[config.mk]
export PLATFORM = sky130hd
export DESIGN_NAME = timed_blocklist_table_top_flat
export DESIGN_NICKNAME = d
export VERILOG_FILES = /design/src/sv/tbt_pkg.sv /design/src/sv/tbt_intf.sv /design/src/sv/tbt_ctrl.sv /design/src/sv/tbt_dp.sv /design/src/sv/timed_blocklist_table_top.sv /design/src/flat_wrapper.sv
export SDC_FILE = /design/constraint.sdc
export NUM_CORES = 2
export LEC_CHECK = 0
export ABC_AREA = 1
export BUFFER_PORTS_ARGS = -buffer_cell sky130_fd_sc_hd__buf_4
export CAP_MARGIN = 0
export CORE_MARGIN = 4
export CORE_UTILIZATION = 50
export DETAILED_ROUTE_END_ITERATION = 8
export PLACE_DENSITY_LB_ADDON = 0.08
export SLEW_MARGIN = 20
export SYNTH_ARGS = -nofsm -noshare
export SYNTH_HDL_FRONTEND = slang
export SYNTH_HIERARCHICAL = 1
export SYNTH_SLANG_ARGS = --single-unit
[constraint.sdc]
create_clock -name clk_i -period 12 [get_ports clk_i]
set_input_delay 1.8 -clock clk_i [delete_from_list [all_inputs] [get_ports clk_i]]
set_output_delay 1.8 -clock clk_i [all_outputs]
set_load 0.005 [all_outputs]
[src/sv/tbt_pkg.sv]
`default_nettype none

package tbt_pkg;

  localparam int unsigned TABLE_ENTRIES = 16;
  localparam int unsigned IDX_W = (TABLE_ENTRIES > 1) ? $clog2(TABLE_ENTRIES) : 1;

  localparam int unsigned OP_W       = 2;
  localparam int unsigned KEY_W      = 32;
  localparam int unsigned TIME_W     = 48;
  localparam int unsigned NORM_W     = 32;
  localparam int unsigned HOLD_W     = 36;
  localparam int unsigned CFG_IDX_W  = 1;
  localparam int unsigned CFG_DATA_W = 36;

  localparam logic [NORM_W-1:0] NORMAL_TIMEOUT_RST    = 32'd120000000;
  localparam logic [HOLD_W-1:0] SERVICE_HOLD_TIME_RST = 36'd7200000000;

  localparam logic [CFG_IDX_W-1:0] REG_NORMAL_TIMEOUT    = 1'b0;
  localparam logic [CFG_IDX_W-1:0] REG_SERVICE_HOLD_TIME = 1'b1;

  typedef enum logic [OP_W-1:0] {
    OP_ADD   = 2'd0,
    OP_CHECK = 2'd1,
    OP_PURGE = 2'd2
  } op_e;

  typedef struct packed {
    logic capture;
    logic commit;
  } tbt_cmd_t;

endpackage

`default_nettype wire

[src/sv/tbt_intf.sv]
`default_nettype none

interface tbt_req_if;
  logic                       valid;
  logic                       ready;
  logic [tbt_pkg::OP_W-1:0]   operation;
  logic [tbt_pkg::KEY_W-1:0]  resource_key;
  logic                       service_flag;
  logic [tbt_pkg::TIME_W-1:0] now_time;

  modport source (output valid, operation, resource_key, service_flag, now_time,
                  input ready);
  modport sink   (input valid, operation, resource_key, service_flag, now_time,
                  output ready);
endinterface

interface tbt_rsp_if;
  logic valid;
  logic ready;
  logic is_blocked;
  logic table_full;

  modport source (output valid, is_blocked, table_full, input ready);
  modport sink   (input valid, is_blocked, table_full, output ready);
endinterface

interface tbt_cfg_if;
  logic                           valid;
  logic                           ready;
  logic [tbt_pkg::CFG_IDX_W-1:0]  index;
  logic [tbt_pkg::CFG_DATA_W-1:0] data;

  modport source (output valid, index, data, input ready);
  modport sink   (input valid, index, data, output ready);
endinterface

`default_nettype wire

[src/sv/tbt_ctrl.sv]
`default_nettype none

module tbt_ctrl (
  input  wire logic              clk_i,
  input  wire logic              rst_ni,
  input  wire logic              req_valid_i,
  output logic                   req_ready_o,
  output logic                   rsp_valid_o,
  input  wire logic              rsp_ready_i,
  output tbt_pkg::tbt_cmd_t      cmd_o
);
  import tbt_pkg::*;

  typedef enum logic {
    S_IDLE,
    S_EXEC
  } state_e;

  state_e state_q;
  logic   rsp_valid_q;
  logic   out_free;

  assign out_free    = !rsp_valid_q || rsp_ready_i;
  assign req_ready_o = (state_q == S_IDLE);
  assign rsp_valid_o = rsp_valid_q;

  always_comb begin
    cmd_o.capture = (state_q == S_IDLE) && req_valid_i;
    cmd_o.commit  = (state_q == S_EXEC) && out_free;
  end

  always_ff @(posedge clk_i or negedge rst_ni) begin
    if (!rst_ni) begin
      state_q     <= S_IDLE;
      rsp_valid_q <= 1'b0;
    end else begin
      if (cmd_o.commit) begin
        rsp_valid_q <= 1'b1;
      end else if (rsp_ready_i) begin
        rsp_valid_q <= 1'b0;
      end
      case (state_q)
        S_IDLE: begin
          if (req_valid_i) begin
            state_q <= S_EXEC;
          end
        end
        S_EXEC: begin
          if (out_free) begin
            state_q <= S_IDLE;
          end
        end
        default: begin
          state_q <= S_IDLE;
        end
      endcase
    end
  end

endmodule

`default_nettype wire

[src/sv/tbt_dp.sv]
`default_nettype none

module tbt_dp (
  input  wire logic                           clk_i,
  input  wire logic                           rst_ni,
  input  wire tbt_pkg::tbt_cmd_t              cmd_i,
  input  wire logic [tbt_pkg::OP_W-1:0]       operation_i,
  input  wire logic [tbt_pkg::KEY_W-1:0]      resource_key_i,
  input  wire logic                           service_flag_i,
  input  wire logic [tbt_pkg::TIME_W-1:0]     now_time_i,
  input  wire logic                           cfg_valid_i,
  input  wire logic [tbt_pkg::CFG_IDX_W-1:0]  cfg_index_i,
  input  wire logic [tbt_pkg::CFG_DATA_W-1:0] cfg_data_i,
  output logic                                is_blocked_o,
  output logic                                table_full_o
);
  import tbt_pkg::*;

  logic [NORM_W-1:0] normal_timeout_q;
  logic [HOLD_W-1:0] service_hold_q;

  logic [OP_W-1:0]   op_q;
  logic [KEY_W-1:0]  key_q;
  logic              svc_flag_q;
  logic [TIME_W-1:0] now_q;

  logic [TABLE_ENTRIES-1:0] valid_q, valid_d;
  logic [TABLE_ENTRIES-1:0] svc_q;
  logic [KEY_W-1:0]         ent_key_q [TABLE_ENTRIES];
  logic [TIME_W-1:0]        ent_exp_q [TABLE_ENTRIES];

  logic [TABLE_ENTRIES-1:0] match;
  logic                     hit_any;
  logic [IDX_W-1:0]         hit_idx;
  logic                     free_any;
  logic [IDX_W-1:0]         free_idx;
  logic [HOLD_W-1:0]        hold;
  logic [TIME_W:0]          exp_sum;
  logic [TIME_W-1:0]        new_exp;
  logic                     expired;
  logic                     blocked_d, full_d;
  logic                     wr_en, wr_new;
  logic [IDX_W-1:0]         wr_idx;

  always_comb begin
    hit_idx  = '0;
    free_idx = '0;
    for (int i = TABLE_ENTRIES - 1; i >= 0; i--) begin
      match[i] = valid_q[i] && (ent_key_q[i] == key_q);
      if (match[i]) begin
        hit_idx = IDX_W'(i);
      end
      if (!valid_q[i]) begin
        free_idx = IDX_W'(i);
      end
    end
  end

  assign hit_any  = |match;
  assign free_any = !(&valid_q);
  assign hold     = svc_flag_q ? service_hold_q : HOLD_W'(normal_timeout_q);
  assign exp_sum  = {1'b0, now_q} + (TIME_W + 1)'(hold);
  assign new_exp  = exp_sum[TIME_W] ? {TIME_W{1'b1}} : exp_sum[TIME_W-1:0];
  assign expired  = ent_exp_q[hit_idx] < now_q;

  always_comb begin
    valid_d   = valid_q;
    blocked_d = 1'b0;
    full_d    = 1'b0;
    wr_en     = 1'b0;
    wr_new    = 1'b0;
    wr_idx    = hit_idx;
    case (op_q)
      OP_ADD: begin
        if (hit_any) begin
          wr_en = svc_flag_q;
        end else if (free_any) begin
          wr_en            = 1'b1;
          wr_new           = 1'b1;
          wr_idx           = free_idx;
          valid_d[free_idx] = 1'b1;
        end else begin
          full_d = 1'b1;
        end
      end
      OP_CHECK: begin
        if (hit_any) begin
          if (expired) begin
            valid_d[hit_idx] = 1'b0;
          end else begin
            blocked_d = 1'b1;
          end
        end
      end
      OP_PURGE: begin
        valid_d = valid_q & ~svc_q;
      end
      default: begin
        valid_d = valid_q;
      end
    endcase
  end

  always_ff @(posedge clk_i or negedge rst_ni) begin
    if (!rst_ni) begin
      valid_q          <= '0;
      normal_timeout_q <= NORMAL_TIMEOUT_RST;
      service_hold_q   <= SERVICE_HOLD_TIME_RST;
    end else begin
      if (cmd_i.commit) begin
        valid_q <= valid_d;
      end
      if (cfg_valid_i) begin
        case (cfg_index_i)
          REG_NORMAL_TIMEOUT:    normal_timeout_q <= cfg_data_i[NORM_W-1:0];
          REG_SERVICE_HOLD_TIME: service_hold_q   <= cfg_data_i[HOLD_W-1:0];
          default: begin
          end
        endcase
      end
    end
  end

  always_ff @(posedge clk_i) begin
    if (cmd_i.capture) begin
      op_q       <= operation_i;
      key_q      <= resource_key_i;
      svc_flag_q <= service_flag_i;
      now_q      <= now_time_i;
    end
    if (cmd_i.commit) begin
      is_blocked_o <= blocked_d;
      table_full_o <= full_d;
      if (wr_en) begin
        ent_exp_q[wr_idx] <= new_exp;
        svc_q[wr_idx]     <= wr_new ? svc_flag_q : 1'b1;
        if (wr_new) begin
          ent_key_q[wr_idx] <= key_q;
        end
      end
    end
  end

endmodule

`default_nettype wire

[src/sv/timed_blocklist_table_top.sv]
`default_nettype none

// Channel   Direction  Transfer when          Payload
// req_i     in         valid && ready         operation, resource_key, service_flag, now_time
// rsp_o     out        valid && ready         is_blocked, table_full
// cfg_i     in         valid (ready is high)  index, data
//
// Each operation first registers the request, then searches all table
// entries in parallel and updates the table.
// The update waits while the previous result is held in the output register and not yet taken.
// Reset clears all entry valid bits and loads the default hold times.
// A new request is taken while a finished result waits on the output.

module timed_blocklist_table_top (
  input  wire logic clk_i,
  input  wire logic rst_ni,
  tbt_req_if.sink   req_i,
  tbt_rsp_if.source rsp_o,
  tbt_cfg_if.sink   cfg_i
);
  import tbt_pkg::*;

  tbt_cmd_t cmd;
  logic     req_ready;
  logic     rsp_valid;

  assign req_i.ready = req_ready;
  assign rsp_o.valid = rsp_valid;
  assign cfg_i.ready = 1'b1;

  tbt_ctrl u_ctrl (
    .clk_i       (clk_i),
    .rst_ni      (rst_ni),
    .req_valid_i (req_i.valid),
    .req_ready_o (req_ready),
    .rsp_valid_o (rsp_valid),
    .rsp_ready_i (rsp_o.ready),
    .cmd_o       (cmd)
  );

  tbt_dp u_dp (
    .clk_i          (clk_i),
    .rst_ni         (rst_ni),
    .cmd_i          (cmd),
    .operation_i    (req_i.operation),
    .resource_key_i (req_i.resource_key),
    .service_flag_i (req_i.service_flag),
    .now_time_i     (req_i.now_time),
    .cfg_valid_i    (cfg_i.valid),
    .cfg_index_i    (cfg_i.index),
    .cfg_data_i     (cfg_i.data),
    .is_blocked_o   (rsp_o.is_blocked),
    .table_full_o   (rsp_o.table_full)
  );

endmodule

`default_nettype wire
[src/flat_wrapper.sv]
// flat-port wrapper written by rule: the top's interface ports become plain ports
module timed_blocklist_table_top_flat import tbt_pkg::*;
  (clk_i, rst_ni, req_i_valid, req_i_operation, req_i_resource_key, req_i_service_flag, req_i_now_time, req_i_ready, rsp_o_valid, rsp_o_is_blocked, rsp_o_table_full, rsp_o_ready, cfg_i_valid, cfg_i_index, cfg_i_data, cfg_i_ready);
  tbt_req_if req_i_i ();
  tbt_rsp_if rsp_o_i ();
  tbt_cfg_if cfg_i_i ();
  input  wire logic clk_i;
  input  wire logic rst_ni;
  input wire logic [$bits(req_i_i.valid)-1:0] req_i_valid;
  input wire logic [$bits(req_i_i.operation)-1:0] req_i_operation;
  input wire logic [$bits(req_i_i.resource_key)-1:0] req_i_resource_key;
  input wire logic [$bits(req_i_i.service_flag)-1:0] req_i_service_flag;
  input wire logic [$bits(req_i_i.now_time)-1:0] req_i_now_time;
  output wire logic [$bits(req_i_i.ready)-1:0] req_i_ready;
  output wire logic [$bits(rsp_o_i.valid)-1:0] rsp_o_valid;
  output wire logic [$bits(rsp_o_i.is_blocked)-1:0] rsp_o_is_blocked;
  output wire logic [$bits(rsp_o_i.table_full)-1:0] rsp_o_table_full;
  input wire logic [$bits(rsp_o_i.ready)-1:0] rsp_o_ready;
  input wire logic [$bits(cfg_i_i.valid)-1:0] cfg_i_valid;
  input wire logic [$bits(cfg_i_i.index)-1:0] cfg_i_index;
  input wire logic [$bits(cfg_i_i.data)-1:0] cfg_i_data;
  output wire logic [$bits(cfg_i_i.ready)-1:0] cfg_i_ready;
  assign req_i_i.valid = req_i_valid;
  assign req_i_i.operation = req_i_operation;
  assign req_i_i.resource_key = req_i_resource_key;
  assign req_i_i.service_flag = req_i_service_flag;
  assign req_i_i.now_time = req_i_now_time;
  assign req_i_ready = req_i_i.ready;
  assign rsp_o_valid = rsp_o_i.valid;
  assign rsp_o_is_blocked = rsp_o_i.is_blocked;
  assign rsp_o_table_full = rsp_o_i.table_full;
  assign rsp_o_i.ready = rsp_o_ready;
  assign cfg_i_i.valid = cfg_i_valid;
  assign cfg_i_i.index = cfg_i_index;
  assign cfg_i_i.data = cfg_i_data;
  assign cfg_i_ready = cfg_i_i.ready;
  timed_blocklist_table_top u_core (.clk_i(clk_i), .rst_ni(rst_ni), .req_i(req_i_i), .rsp_o(rsp_o_i), .cfg_i(cfg_i_i));
endmodule
# Word level (Yosys, flattened, before mapping)

Memories as Yosys holds them, arrays and structs flattened.
Cells that the tools add are included.

Add/subtract/negate cells: 1
Magnitude comparators: 7
Equality and inequality tests: 22
Multiplexer cells: 69
Bitwise operators: 8
Reductions and logical operators: 34

Operators with widths:

| cell               | number |
|---|---|
| $eq 32x32->1       | 16 |
| $mux 4             | 35 |
| $mux 16            | 4 |
| $add 48x36->49     | 1 |
| $lt 48x48->1       | 1 |
| $mux 48            | 1 |
| $pmux 16 s3        | 1 |
| $mux 36            | 1 |
| $and 16x16->16     | 2 |
| $not 16->16        | 2 |
| $mux 1             | 22 |
| $logic_and 1x1->1  | 21 |
| $reduce_or 17->1   | 1 |
| $bwmux 16          | 1 |
| $or 16x16->16      | 1 |
| $reduce_and 16->1  | 1 |
| $reduce_or 16->1   | 1 |
| $lt 4x5->1 const B | 3 |
| $demux 1 s4        | 3 |
| $ge 4x1->1 const B | 3 |
| $ne 2x2->1 const B | 4 |
| $reduce_and 2->1   | 4 |
| $reduce_and 6->1   | 1 |
| $not 1->1          | 3 |
| 8 further kinds    | 8 |

Register bits after elaboration: 187
Memory bits (writable): 1280
Bits of input ports: 125
Output and inout bits: 5
Memories kept: 2

Memory list:

| memory                | words | width | rd ports | clocked after Yosys merged registers in | write ports | line         | source |
|---|---|---|---|---|---|---|---|
| u_core.u_dp.ent_exp_q | 16    | 48    | 1        | 0                                       | 1           | tbt_dp.sv:30 | `logic [TIME_W-1:0] ent_exp_q [TABLE_ENTRIES];` |
| u_core.u_dp.ent_key_q | 16    | 32    | 16       | 0                                       | 1           | tbt_dp.sv:29 | `logic [KEY_W-1:0] ent_key_q [TABLE_ENTRIES];` |

# Logic depth before layout (Yosys ltp)

An unclocked memory read counts as a cell.

Depth in word-level cells: 28
Gate-level depth with buffers: 50
Depth with buffers taken out: 46

# Modules after synthesis

The synthesis kept the hierarchy.

Modules (own cells, without submodules):

| module                    | times used | cells each | area each (um^2) |
|---|---|---|---|
| tbt_dp                    | 1          | 4692       | 61242.5 |
| tbt_ctrl                  | 1          | 11         | 92.6 |
| timed_blocklist_table_top | 1          | 2          | 11.3 |

# Worst setup path after synthesis

OpenSTA, ideal clock, no wires.

Kind: reg-to-reg
From: register u_core.u_dp.key_q[3]
To: memory u_core.u_dp.ent_exp_q[6][0], enable pin
Library setup time: 456 ps
Arrival: 5046 ps
Path slack: 6498 ps
Stages on the path, launching flop included: 21
Buffers on the path: 3
Path through: edfxtp_1 > buf_4 > inv_2 > buf_6 > buf_2 > or2_0 > nand4_1 > nor4_4 > nand4_4 > nand2_2 > nor2_1 > nand2_2 > nor2_1 > nand2_1 > nor2_1 > inv_1 > o21ai_0 > inv_1 > nor2_1 > nand2_1 > nor2_1

Longest elaborated chain between the ends: 21
Elaborated cells on any way between the ends: 57

Ends and longest elaborated chain:

| what                   | line          | source |
|---|---|---|
| from (decl)            | tbt_dp.sv:23  | `logic [KEY_W-1:0] key_q;` |
| from (signal assigned) | tbt_dp.sv:127 | `key_q <= resource_key_i;` |
| $eq 32x32->1           | tbt_dp.sv:49  | `match[i] = valid_q[i] && (ent_key_q[i] == key_q);` |
| $logic_and 1x1->1      | tbt_dp.sv:49  |  |
| $mux 4 (16 in series)  | tbt_dp.sv:50  | `if (match[i]) begin` |
| $mux 4                 | tbt_dp.sv:77  | `end else if (free_any) begin` |
| $mux 4                 | tbt_dp.sv:75  | `if (hit_any) begin` |
| $mux 4                 | tbt_dp.sv:73  | `case (op_q)` |
| to (decl)              | tbt_dp.sv:30  |  |

Parallel ways exist; a longest one is shown, timed or not.

# Worst setup path after layout

From: register u_core.u_dp.key_q[7]
To: register u_core.u_dp.valid_q[0]

Longest elaborated chain between the ends: 27
Elaborated cells on any way between the ends: 65

Ends and longest elaborated chain:

| what                                                                  | line          | source |
|---|---|---|
| parallel branches: the longest is 27 deep, another holds $eq 32x32->1 | -             |  |
| to (signal assigned)                                                  | tbt_dp.sv:111 | `valid_q <= valid_d;` |
| to (decl)                                                             | tbt_dp.sv:27  | `logic [TABLE_ENTRIES-1:0] valid_q, valid_d;` |

Parallel ways; which one is timed is not known. The select of a mux whose other input is x is not followed.
A chain may end at the register's enable or synchronous reset.

==> results by group <==
Run status
  • Status: complete, no violations

GRT
  • Overall routing resource usage: roughly 29%
  • Initial antenna violation count: 1
  • Vias in the first global route: 38340
  • First-pass GRT wire length: 270 mm
  • Largest net degree at the start of global routing: 149
  • Total gr overflow: 0

Worst hold path
  • Worst hold start: u_core/u_dp/normal_timeout_q[6]
  • Hold depth: 2
  • HP Class: flop to flop
  • Hold path endpoint: u_core/u_dp/normal_timeout_q[6]

Yosys
  • Dominant synthesized flop cell: edfxtp_1
  • Cell variety after synth: 73
  • Synth Net Count: 4918
  • Yosys warning total: 6
  • Post-synth ARST share: roughly 6%
  • Mapped Area: between 60000 and 70000 sq um
  • Cells after Synth: roughly 4700
  • Avg Cell Area, Syn: approximately 13 sq um
  • Sequential-to-total area share from yosys stat: 71.2%
  • Post-synth EDFFs: 1381
  • Post-synthesis register bit count: 1467

STA
  • Period utilization: between 60 and 70%
  • Post-route minimum period: slightly below 8 ns
  • Final Hold Vio Count: 0
  • Skew final: around 0.027 ns
  • RSZ-0062 raised after global routing: false
  • F_max: between 100 and 150 MHz
  • Final setup violating endpoints: 0
  • Sum Neg Setup Slack: 0 ns
  • Slew Viols, Final: 0
  • Worst Slack Setup Final: around 4.3 ns
  • Slew at the pin with the worst max-slew slack: 1.15 ns
  • Slew headroom: 23.4%

Clock network
  • Worst-Skew Late Latency: around 0.8 ns
  • Gates resized, CTS repair: 0
  • Clock tree buffer depth: 3
  • CTS Hold Bufs: 0
  • Root Buffer: clkbuf_16
  • Clock slew at reported path FFs: around 0.060 ns
  • CTS Buf Count: 154
  • CTS tree: yes
  • Setup Fix Bufs, Post-CTS: 0
  • Htree depth: 4
  • CTS Sinks: 1467

Drt
  • Antenna-violating nets left: 0
  • Via Count: 39406
  • Pre-Repair DR Iteration Count: 5
  • Wire length on met1: 74.8 mm
  • Routed WL per cell: 28.3 um
  • WL met3: 11.8 mm
  • DRC errors left: 0
  • Avg Vias per Cell: 5.95
  • WL final: 187 mm
  • DR top layer: met4
  • Starting DRC count in detailed routing: 4369
  • Met2 WL: about 90 mm

Setup path
  • CP dominant cell by count: nand2_1
  • Critical path class: flop to flop
  • Critical path's slowest cell: buf_4
  • RR Endpoint: u_core/u_dp/valid_q[0]
  • CP Max Fanout: 74
  • Setup slack, reg-to-reg: 4.26 ns
  • Critical path startpoint category: flop
  • Reg2reg start: u_core/u_dp/key_q[7]
  • R2r worst-path depth: 39
  • Worst path max stage delay: approximately 0.66 ns
  • Setup crit end kind: flop
  • Critical Path RT: between 10 and 15 ns
  • CP Data Arrival Time: between 8 and 9 ns

Place
  • Placed Cells: between 6000 and 7000
  • IO buf count: 128
  • Pre-CTS WS: 4.31 ns
  • RePlAce Congestion: between 0.8 and 0.9
  • Post-detailed-placement half-perimeter wirelength: 111 mm

Floorplan
  • I/O pins: 130
  • Total core area: 122000 sq um
  • Die Height: 358 um
  • Starting density of the core: 50.3%
  • Die area: 128000 sq um
  • Die X: 358 um
  • Std-Cell Rows: 128

Power and ir drop
  • Worst vdd ir: 0.150 mV
  • Int Power: between 8 and 9 mW
  • Combinational Power Share: 10.3%
  • Clock Power Share: around two fifths
  • Reg power frac: 51.1%
  • Sw Ratio: 25.4%
  • Pwr Density: 172 nW/um^2
  • Psw: 3.02 mW
  • Leakage power: 24.4 nW

Cells and area
  • Area of the multi-input gates: 15500 sq um
  • Share of layout cells above drive strength 1: 12.3%
  • Area growth, synth to finish: 12.6%
  • N_diodes: 0
  • Fill cells: roughly 9900
  • Final #Nets: 5089
  • FF+latch area: 43600 sq um
  • Non-Filler Instances: 6624

Flow run
  • Max-Cap Viols: 0
cell usage after synthesis, drive strengths merged (2+ instances only):
| cell | instances | share of area (%) |
|---|---|---|
| buf | 84 | 1.1 |
| edfxtp | 1381 | 68 |
| or2 | 40 | 0.41 |
| nand4 | 70 | 0.77 |
| a211oi | 18 | 0.22 |
| a221oi | 7 | 0.12 |
| nand3 | 108 | 1.0 |
| o211ai | 3 | 0.037 |
| mux2 | 4 | 0.073 |
| a211o | 3 | 0.043 |
| clkbuf | 127 | 0.83 |
| nor4 | 42 | 0.51 |
| nor2 | 252 | 1.6 |
| o2111ai | 31 | 0.44 |
| nor3 | 35 | 0.29 |
| clkinv | 3 | 0.020 |
| o21bai | 2 | 0.024 |
| inv | 344 | 2.1 |
| ha | 87 | 1.8 |
| o221a | 2 | 0.037 |
| xnor2 | 110 | 1.6 |
| o22ai | 416 | 4.2 |
| o2111a | 48 | 0.88 |
| a2111oi | 2 | 0.049 |
| nand3b | 2 | 0.024 |
| a31oi | 5 | 0.051 |
| a22o | 8 | 0.11 |
| nor4b | 2 | 0.029 |
| nand2 | 836 | 5.2 |
| o21a | 2 | 0.024 |
| and3 | 2 | 0.029 |
| dfstp | 22 | 0.94 |
| dfrtp | 64 | 2.6 |
| a21oi | 79 | 0.67 |
| o21ai | 330 | 2.7 |
| xor2 | 107 | 1.5 |
| o221ai | 17 | 0.24 |
worst max-delay path by stage:
| stage | startpoint | end | slack (ns) | depth (start not counted) |
|---|---|---|---|---|
| CTS | u_core/u_dp/key_q[7] | u_core/u_dp/valid_q[1] | 4.30 | 41 |
| floorplan | u_core/u_dp/key_q[3] | u_core/u_dp/ent_exp_q[6][0] | 6.50 | 20 |
| global route | u_core/u_dp/key_q[2] | u_core/u_dp/valid_q[0] | 3.71 | 41 |
| detailed placement | u_core/u_dp/key_q[7] | u_core/u_dp/valid_q[1] | 4.31 | 41 |
| global placement | u_core/u_dp/key_q[16] | u_core/u_dp/valid_q[1] | 4.20 | 32 |
| finish | u_core/u_dp/key_q[7] | u_core/u_dp/valid_q[0] | 4.26 | 39 |
worst max-delay path: cells and delay by family (launching register included):
kind | cells | cell delay [ns]
buf+inv | 5 | 2.11
simple gates | 29 | 4.00
flops | 1 | 0.49
compound gates | 4 | 0.76
fa+ha+maj | 1 | 0.16
layer usage:
| metal | GRT usage, % | vias to the layer above |
|---|---|---|
| met5 | 0 | - |
| met1 | 38.1 | 19730 |
| met4 | 11.9 | 0 |
| li1 | - | 17648 |
| met3 | 3.84 | 377 |
| met2 | 49.5 | 1651 |
sequential cells by signal (all words and copies together) (netlist names):
| register | flops |
|---|---|
| u_core/u_dp/ent_exp_q | 768 |
| u_core/u_dp/ent_key_q | 512 |
| u_core/u_dp/now_q | 48 |
| u_core/u_dp/service_hold_q | 36 |
| u_core/u_dp/key_q | 32 |
| u_core/u_dp/normal_timeout_q | 32 |
| u_core/u_dp/svc_q | 16 |
| u_core/u_dp/valid_q | 16 |
| u_core/u_dp/op_q | 2 |
| u_core/u_ctrl/rsp_valid_o | 1 |
| u_core/u_ctrl/state_q | 1 |
| u_core/u_dp/is_blocked_o | 1 |
| u_core/u_dp/svc_flag_q | 1 |
| u_core/u_dp/table_full_o | 1 |
cell usage in the layout, fill, tap and decap left out, types with 7 or more instances in the layout:
master     synthesis  final
xor2_1           107    107
a211oi_1          18     18
o21ai_0          304    304
ha_1              87     87
o22ai_1          416    416
nand2_1          826    822
clkinv_2           1     26
nand4_1           66     66
nor2_4             0     27
clkinv_1           2     34
edfxtp_1        1381   1381
nor2_2             4      9
dfrtp_1           64     64
buf_4             24    220
nand3_1           94     93
a22o_1             8      8
a21oi_1           77     75
o2111ai_1         31     31
clkbuf_1         123     37
nand2_2            6      8
inv_2             27     28
xnor2_1          110    110
dfstp_2           22     22
o221ai_1          17     17
nor4_2             6      7
nor4_1            35     34
clkbuf_16          0    159
o2111a_1          48     48
o21ai_1           26     26
nand3_2           14     14
nor2_1           248    216
nor3_1            35     35
inv_1            314    310
bufinv_16          0      7
or2_2             29     29
area by class of cell:
cell class / count / share of cell area (%)
Timing Repair Buffer: 226 / 2.58
Multi-Input combinational cell: 2680 / 22.4
Tap cell: 1625 / 2.94
Sequential cell: 1467 / 63.2
Clock buffer: 198 / 6.00
Inverter: 347 / 1.92
Clock inverter: 81 / 0.994
stage by stage:
stage / utilization [%] / hold slack, ns / total power [mW] / instance area, sq um
after CTS: 56.6 / 0.485 / 12.0 / 69000
after floorplan: - / 0.446 / 6.86 / 61300
after detailed placement: 52.7 / 0.471 / 7.40 / 64200
after global placement: 52.7 / 0.468 / 7.39 / 64200
final: 56.7 / 0.484 / 11.9 / 69100
after global routing: 56.7 / 0.509 / 12.3 / 69100
cell families after synthesis:
logic type                 share of synthesized area, %
DFF                                                71.2
and+or+nand+nor                                    9.82
muxes                                            0.0734
adders and majority gates                          1.81
AOI/OAI and AO/OA                                  9.97
buffers and inverters                              4.07
other                                           0.00611
xor gates and xnor gates                           3.10
power groups by stage:
stage / Clock, mW / Sequential, mW / Combinational, mW
finish: 4.59 / 6.08 / 1.22
global route: 4.89 / 6.09 / 1.34
CTS: 4.66 / 6.08 / 1.22
detailed placement: 0 / 6.19 / 1.21
global placement: 0 / 6.19 / 1.21
floorplan: 0 / 6.15 / 0.710
(Power assumes the default switching activity.)
